File: src/rtl/xdm_pkg.sv
`timescale 1ns / 1ps

package xdm_pkg;

  // Stream widths: fields packed from bit 0 upward, zero filled to whole bytes
  localparam int IN_TDATA_W  = 48;
  localparam int OUT_TDATA_W = 40;
  localparam int CMD_W       = 9;

  // Translate components are Q16 percent; 26 bits hold the CORDIC growth
  localparam int POS_W = 26;

  // Two-entry queue between front and back
  localparam int QUEUE_DEPTH = 2;

  // Vector is rescaled to length 100 when x*x + y*y exceeds this
  localparam logic [16:0] NORM_LIMIT = 17'd10000;
  localparam logic [14:0] PCT_FULL   = 15'd100;

  // 1/K for the CORDIC gain, Q30
  localparam logic signed [30:0] GAIN_Q30 = 31'sd652032874;

  // Arctangent of 2^-i as a fraction of a turn, 32-bit
  localparam int ATAN_ENTRIES = 24;
  localparam logic [31:0] ATAN_TURN32 [ATAN_ENTRIES] = '{
    32'h2000_0000, 32'h12E4_051E, 32'h09FB_385B, 32'h0511_11D4,
    32'h028B_0D43, 32'h0145_D7E1, 32'h00A2_F61E, 32'h0051_7C55,
    32'h0028_BE53, 32'h0014_5F2F, 32'h000A_2F98, 32'h0005_17CC,
    32'h0002_8BE6, 32'h0001_45F3, 32'h0000_A2FA, 32'h0000_517D,
    32'h0000_28BE, 32'h0000_145F, 32'h0000_0A30, 32'h0000_0518,
    32'h0000_028C, 32'h0000_0146, 32'h0000_00A3, 32'h0000_0051
  };

  // Register indexes of the configuration port
  typedef enum logic [1:0] {
    CFG_DEADZONE   = 2'd0,
    CFG_SCALE_FULL = 2'd1,
    CFG_SCALE_HALF = 2'd2,
    CFG_SCALE_SLOW = 2'd3
  } cfg_reg_e;

  // Speed button codes, also the remembered speed mode
  typedef enum logic [1:0] {
    SPD_NONE = 2'd0,
    SPD_FULL = 2'd1,
    SPD_HALF = 2'd2,
    SPD_SLOW = 2'd3
  } speed_sel_e;

  typedef struct packed {
    logic [6:0] deadzone;
    logic [8:0] scale_full;
    logic [8:0] scale_half;
    logic [8:0] scale_slow;
  } xdm_cfg_t;

  // Input beat, lowest field last
  typedef struct packed {
    logic [1:0]        speed_button;
    logic [15:0]       heading;
    logic signed [7:0] stick_rot;
    logic signed [7:0] stick_y;
    logic signed [7:0] stick_x;
  } xdm_in_t;

  // Classified sample handed from front to back
  typedef struct packed {
    logic signed [7:0] sx;
    logic signed [7:0] sy;
    logic signed [7:0] sr;
    logic [15:0]       m2;
    logic              need_norm;
    logic [8:0]        scale;
  } xdm_item_t;

  // Result beat, front left in the lowest bits
  typedef struct packed {
    logic [CMD_W-1:0] front_right_cmd;
    logic [CMD_W-1:0] back_right_cmd;
    logic [CMD_W-1:0] back_left_cmd;
    logic [CMD_W-1:0] front_left_cmd;
  } xdm_cmd_t;

endpackage

File: src/rtl/xdm_front.sv
`timescale 1ns / 1ps

module xdm_front #(
  parameter int ANGLE_BITS = 16
) (
  input  logic                  clk_i,
  input  logic                  rst_ni,
  input  logic                  in_valid_i,
  output logic                  in_ready_o,
  input  xdm_pkg::xdm_in_t      in_data_i,
  input  xdm_pkg::xdm_cfg_t     cfg_i,
  input  logic                  q_full_i,
  output logic                  push_o,
  output xdm_pkg::xdm_item_t    item_o,
  output logic [ANGLE_BITS-1:0] ang_o
);
  import xdm_pkg::*;

  speed_sel_e speed_mode_q, speed_mode_d;
  speed_sel_e btn;
  logic signed [7:0]  sx, sy, sr;
  logic signed [15:0] sq_x, sq_y;
  logic [16:0]        m2_w;
  logic [39:0]        hd_wide;
  logic [8:0]         scale;

  // Axis below the deadzone reads as zero; -128 has magnitude 128
  function automatic logic signed [7:0] dz(input logic signed [7:0] v,
                                           input logic [6:0] lim);
    logic [7:0] mag;
    mag = v[7] ? 8'(-v) : 8'(v);
    return (mag < {1'b0, lim}) ? 8'sd0 : v;
  endfunction

  assign in_ready_o = !q_full_i;
  assign push_o     = in_valid_i && !q_full_i;

  // Axis conditioning and squared length
  always_comb begin
    sx   = dz(in_data_i.stick_x, cfg_i.deadzone);
    sy   = dz(in_data_i.stick_y, cfg_i.deadzone);
    sr   = dz(in_data_i.stick_rot, cfg_i.deadzone);
    sq_x = sx * sx;
    sq_y = sy * sy;
    m2_w = 17'(sq_x) + 17'(sq_y);
  end

  // Speed button updates the mode before its scale is taken
  always_comb begin
    btn          = speed_sel_e'(in_data_i.speed_button);
    speed_mode_d = speed_mode_q;
    if (push_o && btn != SPD_NONE) begin
      speed_mode_d = btn;
    end
    case (speed_mode_d)
      SPD_FULL: scale = cfg_i.scale_full;
      SPD_SLOW: scale = cfg_i.scale_slow;
      default:  scale = cfg_i.scale_half;
    endcase
  end

  always_ff @(posedge clk_i or negedge rst_ni) begin
    if (!rst_ni) begin
      speed_mode_q <= SPD_HALF;
    end else begin
      speed_mode_q <= speed_mode_d;
    end
  end

  // Heading widened or narrowed to the angle width
  assign hd_wide = {in_data_i.heading, 24'b0};
  assign ang_o   = hd_wide[39 -: ANGLE_BITS];

  always_comb begin
    item_o.sx        = sx;
    item_o.sy        = sy;
    item_o.sr        = sr;
    item_o.m2        = m2_w[15:0];
    item_o.need_norm = m2_w > NORM_LIMIT;
    item_o.scale     = scale;
  end

endmodule

File: src/rtl/xdm_queue.sv
`timescale 1ns / 1ps

module xdm_queue #(
  parameter int DW    = 16,
  parameter int DEPTH = 2
) (
  input  logic          clk_i,
  input  logic          rst_ni,
  input  logic          push_i,
  input  logic [DW-1:0] wdata_i,
  output logic          full_o,
  input  logic          pop_i,
  output logic          valid_o,
  output logic [DW-1:0] rdata_o
);

  localparam int AW = $clog2(DEPTH);
  localparam int CW = $clog2(DEPTH + 1);

  logic [DW-1:0] mem_q [DEPTH];
  logic [AW-1:0] wr_ptr_q, rd_ptr_q;
  logic [CW-1:0] count_q;
  logic          do_push, do_pop;

  assign full_o  = count_q == CW'(DEPTH);
  assign valid_o = count_q != '0;
  assign rdata_o = mem_q[rd_ptr_q];
  assign do_push = push_i && !full_o;
  assign do_pop  = pop_i && valid_o;

  // Storage
  always_ff @(posedge clk_i) begin
    if (do_push) begin
      mem_q[wr_ptr_q] <= wdata_i;
    end
  end

  // Pointers and fill count
  always_ff @(posedge clk_i or negedge rst_ni) begin
    if (!rst_ni) begin
      wr_ptr_q <= '0;
      rd_ptr_q <= '0;
      count_q  <= '0;
    end else begin
      if (do_push) begin
        wr_ptr_q <= wr_ptr_q + AW'(1);
      end
      if (do_pop) begin
        rd_ptr_q <= rd_ptr_q + AW'(1);
      end
      if (do_push && !do_pop) begin
        count_q <= count_q + CW'(1);
      end else if (do_pop && !do_push) begin
        count_q <= count_q - CW'(1);
      end
    end
  end

endmodule

File: src/rtl/xdm_back.sv
`timescale 1ns / 1ps

module xdm_back #(
  parameter int ANGLE_BITS   = 16,
  parameter int ROTATE_STEPS = 16
) (
  input  logic                  clk_i,
  input  logic                  rst_ni,
  input  logic                  q_valid_i,
  input  xdm_pkg::xdm_item_t    q_item_i,
  input  logic [ANGLE_BITS-1:0] q_ang_i,
  output logic                  q_pop_o,
  output logic                  m_valid_o,
  input  logic                  m_ready_i,
  output xdm_pkg::xdm_cmd_t     m_data_o
);
  import xdm_pkg::*;

  localparam int ZW     = ANGLE_BITS + 1;
  localparam int PROD_W = 57;
  localparam int MIX_W  = 36;
  localparam logic [4:0] SQRT_LAST = 5'd23;
  localparam logic [4:0] DIV_LAST  = 5'd22;
  localparam logic [4:0] ROT_LAST  = 5'(ROTATE_STEPS - 1);
  localparam logic [32:0] ATAN_RND = 33'd1 << (31 - ANGLE_BITS);

  typedef enum logic [7:0] {
    ST_IDLE   = 8'b0000_0001,
    ST_SQRT   = 8'b0000_0010,
    ST_DIV    = 8'b0000_0100,
    ST_QUAD   = 8'b0000_1000,
    ST_CORDIC = 8'b0001_0000,
    ST_GAIN   = 8'b0010_0000,
    ST_MIX    = 8'b0100_0000,
    ST_OUT    = 8'b1000_0000
  } state_e;

  state_e state_q, state_d;
  logic [4:0] cnt_q, cnt_d;

  xdm_item_t             it_q, it_d;
  logic [ANGLE_BITS-1:0] ang_q, ang_d;
  logic signed [POS_W-1:0]  px_q, px_d, py_q, py_d;
  logic signed [ZW-1:0]     z_q, z_d;
  logic [47:0] sq_n_q, sq_n_d, sq_res_q, sq_res_d, sq_bit_q, sq_bit_d;
  logic [23:0] root_q, root_d;
  logic [23:0] rem_x_q, rem_x_d, rem_y_q, rem_y_d;
  logic [22:0] dq_x_q, dq_x_d, dq_y_q, dq_y_d;
  logic signed [PROD_W-1:0] prod_q, prod_d;
  logic [3:0][CMD_W-1:0]    cmd_q, cmd_d;
  logic [3:0][CMD_W-1:0]    out_q, out_d;
  logic                     out_valid_q, out_valid_d;

  // Datapath temporaries
  logic [47:0] sq_try;
  logic [23:0] root_new;
  logic [7:0]  mag_x, mag_y;
  logic [14:0] ax, ay;
  logic [46:0] dvd_x, dvd_y;
  logic [24:0] trial_x, trial_y;
  logic        ge_x, ge_y;
  logic [1:0]  quad;
  logic signed [POS_W-1:0]  dx, dy, mul_a, rot_q16, mix_a, mix_b, mix_sum;
  logic [32:0]              t_full;
  logic signed [ZW-1:0]     t_ang;
  logic signed [PROD_W-1:0] rnd_sum;
  logic signed [9:0]        scale_s;
  logic signed [MIX_W-1:0]  mix_prod, mix_rnd;
  logic [1:0]               k;

  assign q_pop_o   = (state_q == ST_IDLE) && q_valid_i;
  assign m_valid_o = out_valid_q;
  assign m_data_o  = xdm_cmd_t'(out_q);

  // Shared arithmetic
  always_comb begin
    // Root step: one result bit per cycle
    sq_try = sq_res_q + sq_bit_q;

    // Dividends for the rescale: |s| * 100 * 2^32 + r / 2
    mag_x    = it_q.sx[7] ? 8'(-it_q.sx) : 8'(it_q.sx);
    mag_y    = it_q.sy[7] ? 8'(-it_q.sy) : 8'(it_q.sy);
    ax       = 15'(mag_x) * PCT_FULL;
    ay       = 15'(mag_y) * PCT_FULL;
    root_new = sq_res_d[23:0];
    dvd_x    = {1'b0, ax[13:0], 9'b0, root_new[23:1]};
    dvd_y    = {1'b0, ay[13:0], 9'b0, root_new[23:1]};

    // Restoring divide step, both lanes share the divisor
    trial_x = {rem_x_q, dq_x_q[22]};
    trial_y = {rem_y_q, dq_y_q[22]};
    ge_x    = trial_x >= {1'b0, root_q};
    ge_y    = trial_y >= {1'b0, root_q};

    // CORDIC step
    quad   = ang_q[ANGLE_BITS-1 -: 2];
    dx     = py_q >>> cnt_q;
    dy     = px_q >>> cnt_q;
    t_full = {1'b0, ATAN_TURN32[cnt_q]} + ATAN_RND;
    t_ang  = $signed(t_full[32 -: ZW]);

    // Gain removal, one multiplier used twice
    mul_a   = cnt_q[0] ? py_q : px_q;
    prod_d  = PROD_W'(mul_a) * PROD_W'(GAIN_Q30);
    rnd_sum = prod_q + (PROD_W'(1) <<< 29);

    // Wheel mixing, one wheel per cycle
    k        = cnt_q[1:0];
    rot_q16  = {{2{it_q.sr[7]}}, it_q.sr, 16'b0};
    mix_a    = (k == 2'd0 || k == 2'd2) ? (px_q + py_q) : (px_q - py_q);
    mix_b    = (k == 2'd0 || k == 2'd3) ? rot_q16 : -rot_q16;
    mix_sum  = mix_a + mix_b;
    scale_s  = $signed({1'b0, it_q.scale});
    mix_prod = MIX_W'(mix_sum) * MIX_W'(scale_s);
    mix_rnd  = mix_prod + (MIX_W'(1) <<< 23);
  end

  // Sequencer
  always_comb begin
    state_d     = state_q;
    cnt_d       = cnt_q;
    it_d        = it_q;
    ang_d       = ang_q;
    px_d        = px_q;
    py_d        = py_q;
    z_d         = z_q;
    sq_n_d      = sq_n_q;
    sq_res_d    = sq_res_q;
    sq_bit_d    = sq_bit_q;
    root_d      = root_q;
    rem_x_d     = rem_x_q;
    rem_y_d     = rem_y_q;
    dq_x_d      = dq_x_q;
    dq_y_d      = dq_y_q;
    cmd_d       = cmd_q;
    out_d       = out_q;
    out_valid_d = out_valid_q;

    if (out_valid_q && m_ready_i) begin
      out_valid_d = 1'b0;
    end

    // Root step result, used by the sqrt state and the divide setup
    if (sq_n_q >= sq_try) begin
      sq_n_d   = sq_n_q - sq_try;
      sq_res_d = (sq_res_q >> 1) + sq_bit_q;
    end else begin
      sq_res_d = sq_res_q >> 1;
    end
    sq_bit_d = sq_bit_q >> 2;

    case (state_q)
      ST_IDLE: begin
        sq_n_d   = sq_n_q;
        sq_res_d = sq_res_q;
        sq_bit_d = sq_bit_q;
        if (q_valid_i) begin
          it_d  = q_item_i;
          ang_d = q_ang_i;
          cnt_d = '0;
          px_d  = {{2{q_item_i.sx[7]}}, q_item_i.sx, 16'b0};
          py_d  = {{2{q_item_i.sy[7]}}, q_item_i.sy, 16'b0};
          if (q_item_i.need_norm) begin
            sq_n_d   = {q_item_i.m2, 32'b0};
            sq_res_d = '0;
            sq_bit_d = 48'd1 << 46;
            state_d  = ST_SQRT;
          end else begin
            state_d = ST_QUAD;
          end
        end
      end

      ST_SQRT: begin
        cnt_d = cnt_q + 5'd1;
        if (cnt_q == SQRT_LAST) begin
          root_d  = root_new;
          rem_x_d = dvd_x[46:23];
          rem_y_d = dvd_y[46:23];
          dq_x_d  = dvd_x[22:0];
          dq_y_d  = dvd_y[22:0];
          cnt_d   = '0;
          state_d = ST_DIV;
        end
      end

      ST_DIV: begin
        rem_x_d = ge_x ? 24'(trial_x - {1'b0, root_q}) : trial_x[23:0];
        rem_y_d = ge_y ? 24'(trial_y - {1'b0, root_q}) : trial_y[23:0];
        dq_x_d  = {dq_x_q[21:0], ge_x};
        dq_y_d  = {dq_y_q[21:0], ge_y};
        cnt_d   = cnt_q + 5'd1;
        if (cnt_q == DIV_LAST) begin
          // Quotients rounded half away from zero carry the axis sign
          px_d    = it_q.sx[7] ? -POS_W'(dq_x_d) : POS_W'(dq_x_d);
          py_d    = it_q.sy[7] ? -POS_W'(dq_y_d) : POS_W'(dq_y_d);
          cnt_d   = '0;
          state_d = ST_QUAD;
        end
      end

      ST_QUAD: begin
        // Whole quarter turns are exact
        case (quad)
          2'd1: begin
            px_d = -py_q;
            py_d = px_q;
          end
          2'd2: begin
            px_d = -px_q;
            py_d = -py_q;
          end
          2'd3: begin
            px_d = py_q;
            py_d = -px_q;
          end
          default: ;
        endcase
        z_d     = $signed({3'b0, ang_q[ANGLE_BITS-3:0]});
        cnt_d   = '0;
        state_d = ST_CORDIC;
      end

      ST_CORDIC: begin
        if (!z_q[ZW-1]) begin
          px_d = px_q - dx;
          py_d = py_q + dy;
          z_d  = z_q - t_ang;
        end else begin
          px_d = px_q + dx;
          py_d = py_q - dy;
          z_d  = z_q + t_ang;
        end
        cnt_d = cnt_q + 5'd1;
        if (cnt_q == ROT_LAST) begin
          cnt_d   = '0;
          state_d = ST_GAIN;
        end
      end

      ST_GAIN: begin
        // x multiplied, then x rounded while y multiplied, then y rounded
        cnt_d = cnt_q + 5'd1;
        if (cnt_q == 5'd1) begin
          px_d = rnd_sum[55:30];
        end else if (cnt_q == 5'd2) begin
          py_d    = rnd_sum[55:30];
          cnt_d   = '0;
          state_d = ST_MIX;
        end
      end

      ST_MIX: begin
        cmd_d[k] = mix_rnd[32:24];
        cnt_d    = cnt_q + 5'd1;
        if (k == 2'd3) begin
          cnt_d   = '0;
          state_d = ST_OUT;
        end
      end

      ST_OUT: begin
        if (!out_valid_q || m_ready_i) begin
          out_d       = cmd_q;
          out_valid_d = 1'b1;
          state_d     = ST_IDLE;
        end
      end

      default: state_d = ST_IDLE;
    endcase
  end

  // Control state
  always_ff @(posedge clk_i or negedge rst_ni) begin
    if (!rst_ni) begin
      state_q     <= ST_IDLE;
      cnt_q       <= '0;
      out_valid_q <= 1'b0;
    end else begin
      state_q     <= state_d;
      cnt_q       <= cnt_d;
      out_valid_q <= out_valid_d;
    end
  end

  // Datapath registers
  always_ff @(posedge clk_i) begin
    it_q     <= it_d;
    ang_q    <= ang_d;
    px_q     <= px_d;
    py_q     <= py_d;
    z_q      <= z_d;
    sq_n_q   <= sq_n_d;
    sq_res_q <= sq_res_d;
    sq_bit_q <= sq_bit_d;
    root_q   <= root_d;
    rem_x_q  <= rem_x_d;
    rem_y_q  <= rem_y_d;
    dq_x_q   <= dq_x_d;
    dq_y_q   <= dq_y_d;
    prod_q   <= prod_d;
    cmd_q    <= cmd_d;
    out_q    <= out_d;
  end

endmodule

File: src/rtl/field_centric_xdrive_mixer_core.sv
`timescale 1ns / 1ps

// Field-centric X-drive mixer. Each input beat is one control sample (strafe,
// forward and rotate stick in percent, a 16-bit binary heading and a speed
// button code); each yields one output beat of four 9-bit wheel commands,
// rounded integer percent, wrapped and not saturated. The front end applies
// the deadzone, updates the speed mode and picks the scale as a beat is
// taken, then hands the sample through a two-entry queue to the back end.
// The back end works on one sample at a time and rotates it with the
// one-step-per-cycle CORDIC rotator; a translate vector longer than 100
// first passes the bit-serial square root and the shared two-lane divider.
// The front end keeps taking beats while the queue has room, and a
// finished result waits in its own output register.

module field_centric_xdrive_mixer_core #(
  parameter int ANGLE_BITS   = 16,
  parameter int ROTATE_STEPS = 16
) (
  input  logic                               clk_i,
  input  logic                               rst_ni,
  // tdata: stick_x[7:0], stick_y[15:8], stick_rot[23:16], heading[39:24],
  //        speed_button[41:40], zero fill
  input  logic                               s_axis_tvalid,
  output logic                               s_axis_tready,
  input  logic [xdm_pkg::IN_TDATA_W-1:0]     s_axis_tdata,
  // tdata: front_left_cmd[8:0], back_left_cmd[17:9], back_right_cmd[26:18],
  //        front_right_cmd[35:27], zero fill
  output logic                               m_axis_tvalid,
  input  logic                               m_axis_tready,
  output logic [xdm_pkg::OUT_TDATA_W-1:0]    m_axis_tdata,
  input  logic                               cfg_we_i,
  input  logic [1:0]                         cfg_idx_i,
  input  logic [8:0]                         cfg_data_i
);
  import xdm_pkg::*;

  localparam int QW = $bits(xdm_item_t) + ANGLE_BITS;

  xdm_cfg_t              cfg_q;
  xdm_in_t               in_data;
  xdm_item_t             f_item, b_item;
  logic [ANGLE_BITS-1:0] f_ang, b_ang;
  logic                  q_full, q_push, q_pop, q_valid;
  logic [QW-1:0]         q_rdata;
  xdm_cmd_t              cmd;

  // Configuration registers
  always_ff @(posedge clk_i or negedge rst_ni) begin
    if (!rst_ni) begin
      cfg_q.deadzone   <= 7'd3;
      cfg_q.scale_full <= 9'd256;
      cfg_q.scale_half <= 9'd128;
      cfg_q.scale_slow <= 9'd77;
    end else if (cfg_we_i) begin
      case (cfg_reg_e'(cfg_idx_i))
        CFG_DEADZONE:   cfg_q.deadzone   <= cfg_data_i[6:0];
        CFG_SCALE_FULL: cfg_q.scale_full <= cfg_data_i;
        CFG_SCALE_HALF: cfg_q.scale_half <= cfg_data_i;
        CFG_SCALE_SLOW: cfg_q.scale_slow <= cfg_data_i;
        default: ;
      endcase
    end
  end

  assign in_data = xdm_in_t'(s_axis_tdata[$bits(xdm_in_t)-1:0]);

  xdm_front #(
    .ANGLE_BITS (ANGLE_BITS)
  ) u_front (
    .clk_i      (clk_i),
    .rst_ni     (rst_ni),
    .in_valid_i (s_axis_tvalid),
    .in_ready_o (s_axis_tready),
    .in_data_i  (in_data),
    .cfg_i      (cfg_q),
    .q_full_i   (q_full),
    .push_o     (q_push),
    .item_o     (f_item),
    .ang_o      (f_ang)
  );

  xdm_queue #(
    .DW    (QW),
    .DEPTH (QUEUE_DEPTH)
  ) u_queue (
    .clk_i   (clk_i),
    .rst_ni  (rst_ni),
    .push_i  (q_push),
    .wdata_i ({f_ang, f_item}),
    .full_o  (q_full),
    .pop_i   (q_pop),
    .valid_o (q_valid),
    .rdata_o (q_rdata)
  );

  assign b_item = xdm_item_t'(q_rdata[$bits(xdm_item_t)-1:0]);
  assign b_ang  = q_rdata[QW-1 -: ANGLE_BITS];

  xdm_back #(
    .ANGLE_BITS   (ANGLE_BITS),
    .ROTATE_STEPS (ROTATE_STEPS)
  ) u_back (
    .clk_i     (clk_i),
    .rst_ni    (rst_ni),
    .q_valid_i (q_valid),
    .q_item_i  (b_item),
    .q_ang_i   (b_ang),
    .q_pop_o   (q_pop),
    .m_valid_o (m_axis_tvalid),
    .m_ready_i (m_axis_tready),
    .m_data_o  (cmd)
  );

  assign m_axis_tdata = {{(OUT_TDATA_W - $bits(xdm_cmd_t)){1'b0}}, cmd};

endmodule

File: config.mk
export PLATFORM = sky130hd
export DESIGN_NAME = field_centric_xdrive_mixer_core
export DESIGN_NICKNAME = d
export VERILOG_FILES = /design/src/rtl/xdm_pkg.sv /design/src/rtl/xdm_front.sv /design/src/rtl/xdm_queue.sv /design/src/rtl/xdm_back.sv /design/src/rtl/field_centric_xdrive_mixer_core.sv
export SDC_FILE = /design/constraint.sdc
export NUM_CORES = 2
export LEC_CHECK = 0
export ABC_AREA = 1
export BUFFER_PORTS_ARGS = -buffer_cell sky130_fd_sc_hd__buf_2
export CAP_MARGIN = 20
export CORE_AREA = 2 2 470 472
export CTS_CLUSTER_SIZE = 16
export DETAILED_ROUTE_END_ITERATION = 10
export DIE_AREA = 0 0 472 474
export PLACE_DENSITY_LB_ADDON = 0.1
export REMOVE_ABC_BUFFERS = 1
export SLEW_MARGIN = 15
export SYNTH_ARGS = -nofsm -noshare
export SYNTH_HDL_FRONTEND = slang
export SYNTH_HIERARCHICAL = 1
export SYNTH_SLANG_ARGS = --single-unit
File: constraint.sdc
create_clock -name clk_i -period 11 [get_ports clk_i]
set_clock_uncertainty 0.05 [all_clocks]
set_input_delay 1.1 -clock clk_i [delete_from_list [all_inputs] [get_ports clk_i]]
set_output_delay 1.1 -clock clk_i [all_outputs]
set_load 0.005 [all_outputs]
==> flow_summary.rst <==
.. list-table::
   :header-rows: 1

   * - Metric
     - Value
   * - Latest clock arrival within the worst-skew pair
     - ~740 ps
   * - First-pass detailed-route iteration total
     - 8
   * - Row count
     - 172
   * - Detailed router's first-iteration violation count
     - around 4800
   * - Count of hold-fix buffers inserted at cts
     - 0
   * - Min-delay worst type
     - register to register
   * - Final Hold Vio Count
     - 0
   * - Req. time, crit path
     - 11400 ps
   * - Worst slew slack as a fraction of its limit
     - a little under a quarter
   * - Post-synthesis register bit count
     - 641
   * - Critical path data arrival time
     - roughly 11000 ps
   * - Number of buffers created by CTS
     - 86
   * - Critical-path top delay cell
     - fa_1
   * - Count of pins over their slew limit
     - 0
   * - Post-synth EDFFs
     - 535
   * - H-Tree Depth
     - 3
   * - Avg Vias per Cell
     - 5.15
   * - Wire length of the first global-routing pass
     - roughly 400 mm
   * - Core Footprint
     - between 200000 and 250000 um2
   * - Top-level I/O count
     - about 110
   * - Crit end category
     - register
   * - Clock transition at the register clock pins on the worst setup and hold paths after CTS
     - 60 ps
   * - Post-route DRC
     - 0
   * - Maximum number of pins on one net before global-route repair
     - 80
   * - Top achievable clock speed
     - 0.0971 GHz
   * - Longest individual stage delay on the worst path
     - about 550 ps
   * - Cell type with the highest occurrence count on the critical path
     - nand2_1
   * - Final Routed Wirelength
     - ~270 mm
   * - Final HPWL from detailed placement
     - approximately 220 mm
   * - Sequential-to-total area share from yosys stat
     - about 24%
   * - Per-cell routed wire length
     - 21.1 um
   * - Layout cell share with drive strength beyond 1
     - approximately 5.7%
   * - Kind of launch point of the worst setup path
     - register
   * - Run status
     - complete, no violations
   * - Buffer type at the clock tree root
     - clkbuf_16
   * - Post-synthesis average cell area
     - 7.85 um2
   * - Clock tree from TritonCTS
     - yes
   * - Width of the die
     - roughly 470 um
   * - Distinct cell type count after synthesis
     - 84
   * - Post-Synthesis Cell Area
     - ~76000 um2
   * - Setup total negative slack
     - 0 ps
   * - Synth area leader
     - edfxtp_1
   * - Number of clock sinks
     - 641
   * - Fin area
     - between 80000 and 90000 um2
   * - Number of warnings reported in the yosys synthesis log
     - 6
   * - GRT Overall Usage
     - 23.9%
   * - Proportion of synthesized flip-flops having asynchronous set or reset
     - 8.42%
   * - Final global-route overflow total
     - 0
   * - Filler Cells Inserted
     - roughly 23000
   * - Slew at the pin closest to its max-slew limit
     - approximately 1100 ps
   * - Die Footprint
     - ~220000 um2
   * - Clock Tree Buf Depth
     - 3
   * - Critical Path Fanout Max
     - 5
   * - Ys flop type
     - edfxtp_1
   * - Setup-failing EPs final
     - 0
   * - Die Y
     - around 470 um
   * - Final GP Congestion
     - about 0.96
   * - ANT nets after route
     - 0
   * - DR vias
     - between 60000 and 70000
   * - Max-cap violations
     - 0
   * - Final worst-path cycle share
     - between 90 and 100%
   * - Number of instances in the synthesized netlist
     - a little under 10000
   * - Post-layout min period
     - about 10000 ps
   * - Top area cells in the synthesized netlist
     - edfxtp_1, fa_1, ha_1
   * - Starting density of the core
     - a little over a third
   * - Antenna violations before repair
     - 11
   * - Number of port buffers
     - 95
   * - Critical setup path kind
     - register to register
   * - Via count of the first global-routing pass
     - around 66000
   * - # nets final
     - approximately 11000
   * - Area fraction of the dominant cell type after synthesis
     - a little over a fifth
   * - Layout area overhead
     - 8.88%
   * - Cell area after placement
     - around 80000 um2
-- registers in the layout, summed over array words and instances (netlist names), 23 cells and up --
signal,cells
cfg_q,34
u_back/cmd_q,36
u_back/dq_x_q,23
u_back/dq_y_q,23
u_back/it_q,33
u_back/m_data_o,36
u_back/prod_q,27
u_back/px_q,26
u_back/py_q,26
u_back/rem_x_q,24
u_back/rem_y_q,24
u_back/root_q,24
u_back/sq_bit_q,24
u_back/sq_n_q,48
u_back/sq_res_q,48
u_queue/mem_q,132
-- stage by stage --
stage                     hold slack [ps]  cells  util (%)  setup WS, ps
after floorplan                       350   9466         -         -59.3
after global placement                357  12500      36.5           371
after detailed placement              355  12500      36.5           463
after CTS                             369  12700      37.8           417
after global routing                  374  12700      37.9         -34.9
final                                 367  12700      37.9           706
-- worst max-delay path, delay by kind of cell (launching register included) --
family                     cells  cell delay [ps]
buffers and inverters          8              900
and+or+nand+nor               28             3730
DFF                            1              440
AOI/OAI and AO/OA              4              600
xor gates and xnor gates       3              500
adders and majority gates      9             3810
-- Yosys cell counts, drive strengths merged (24+ instances only) --
master	number
o2111ai	32
dfrtp	44
nor2	880
dfxtp	52
o211ai	52
nor3	96
nor4	45
o21ai	542
a31oi	67
o221ai	32
edfxtp	535
ha	737
a21oi	609
buf	117
a21o	27
nand2	2070
xnor2	116
fa	638
o21a	32
inv	1766
o31ai	24
or2	48
o21bai	31
clkbuf	113
xor2	226
nand3	501
nand4	118
-- per-layer routing --
layer / track usage, % / part of all wire [%] / vias to the layer above
met3: 3.08 / 5.2 / 277
met1: 33.8 / 47 / 31900
met2: 38.4 / 45 / 1592
met4: 5.88 / 2.4 / 4
li1: - / - / 31600
met5: 0 / 0.0086 / -
-- cell usage in the layout (no fill, tap or decap), types with 42 or more instances in the layout --
cell type and instances:
o211ai_1 51, xnor2_1 116, o21ai_1 47, nor3_1 88, a31oi_1 64, ha_1 737, clkbuf_16 92, nor2_1 841
dfxtp_1 52, buf_4 110, dfrtp_1 42, nand2_1 2049, nand4_1 117, inv_1 1726, edfxtp_1 535, xor2_1 222
or2_2 47, buf_2 95, nand3_1 494, o21ai_0 484, fa_1 638, a21oi_1 602
-- logic make-up (layout without fill, tap and decap cells) --
logic type               after synthesis  in the layout  synth area share [%]
AND/OR/NAND/NOR                     3789           3789                  20.9
buffers and inverters               2007           2145                  10.4
AO/OA/AOI/OAI                       1534           1534                  11.5
adder cells (fa/ha/maj)             1375           1375                  28.9
flip-flops                           641            641                  24.3
XOR/XNOR                             344            344                  4.02
multiplexers                           2              2                0.0263
other                                  1             10               0.00493
-- cell type report --
class | instances | area (um2) | share of cell area [%]
diodes | 6 | 15.0 | 0.0181
inverters | 1777 | 6680 | 8.07
clock buffers | 117 | 2460 | 2.96
well taps | 2871 | 3590 | 4.33
multi-input cells | 7048 | 49900 | 60.3
repair buffers | 206 | 1320 | 1.59
flip-flops and latches | 641 | 18500 | 22.3
clock inverters | 45 | 399 | 0.482
-- timing repair --
action / CTS / global route
resized for setup: 0 / 25
buffers inserted: 0 / 4
setup endpoints to repair: 0 / 24
hold endpoints to repair: 0 / 0
-- worst paths after layout --
path | from | to | slack [ps] | cells past startpoint
worst max-delay path | u_back/py_q[0] | u_back/cmd_q[26] | 710 | 52
max in group asynchronous | rst_ni | u_queue/rd_ptr_q | 9840 | 2
worst min register to register | u_back/cmd_q[21] | u_back/m_data_o[21] | 370 | 0
worst max register to register | u_back/py_q[0] | u_back/cmd_q[26] | 710 | 52
worst min-delay path | u_back/cmd_q[21] | u_back/m_data_o[21] | 370 | 0
min in group asynchronous | rst_ni | cfg_q[7] | 490 | 2
Power is left out: the tool's default activity adds up to more than one toggle a clock period on the data nets, which glitch-free logic cannot reach.
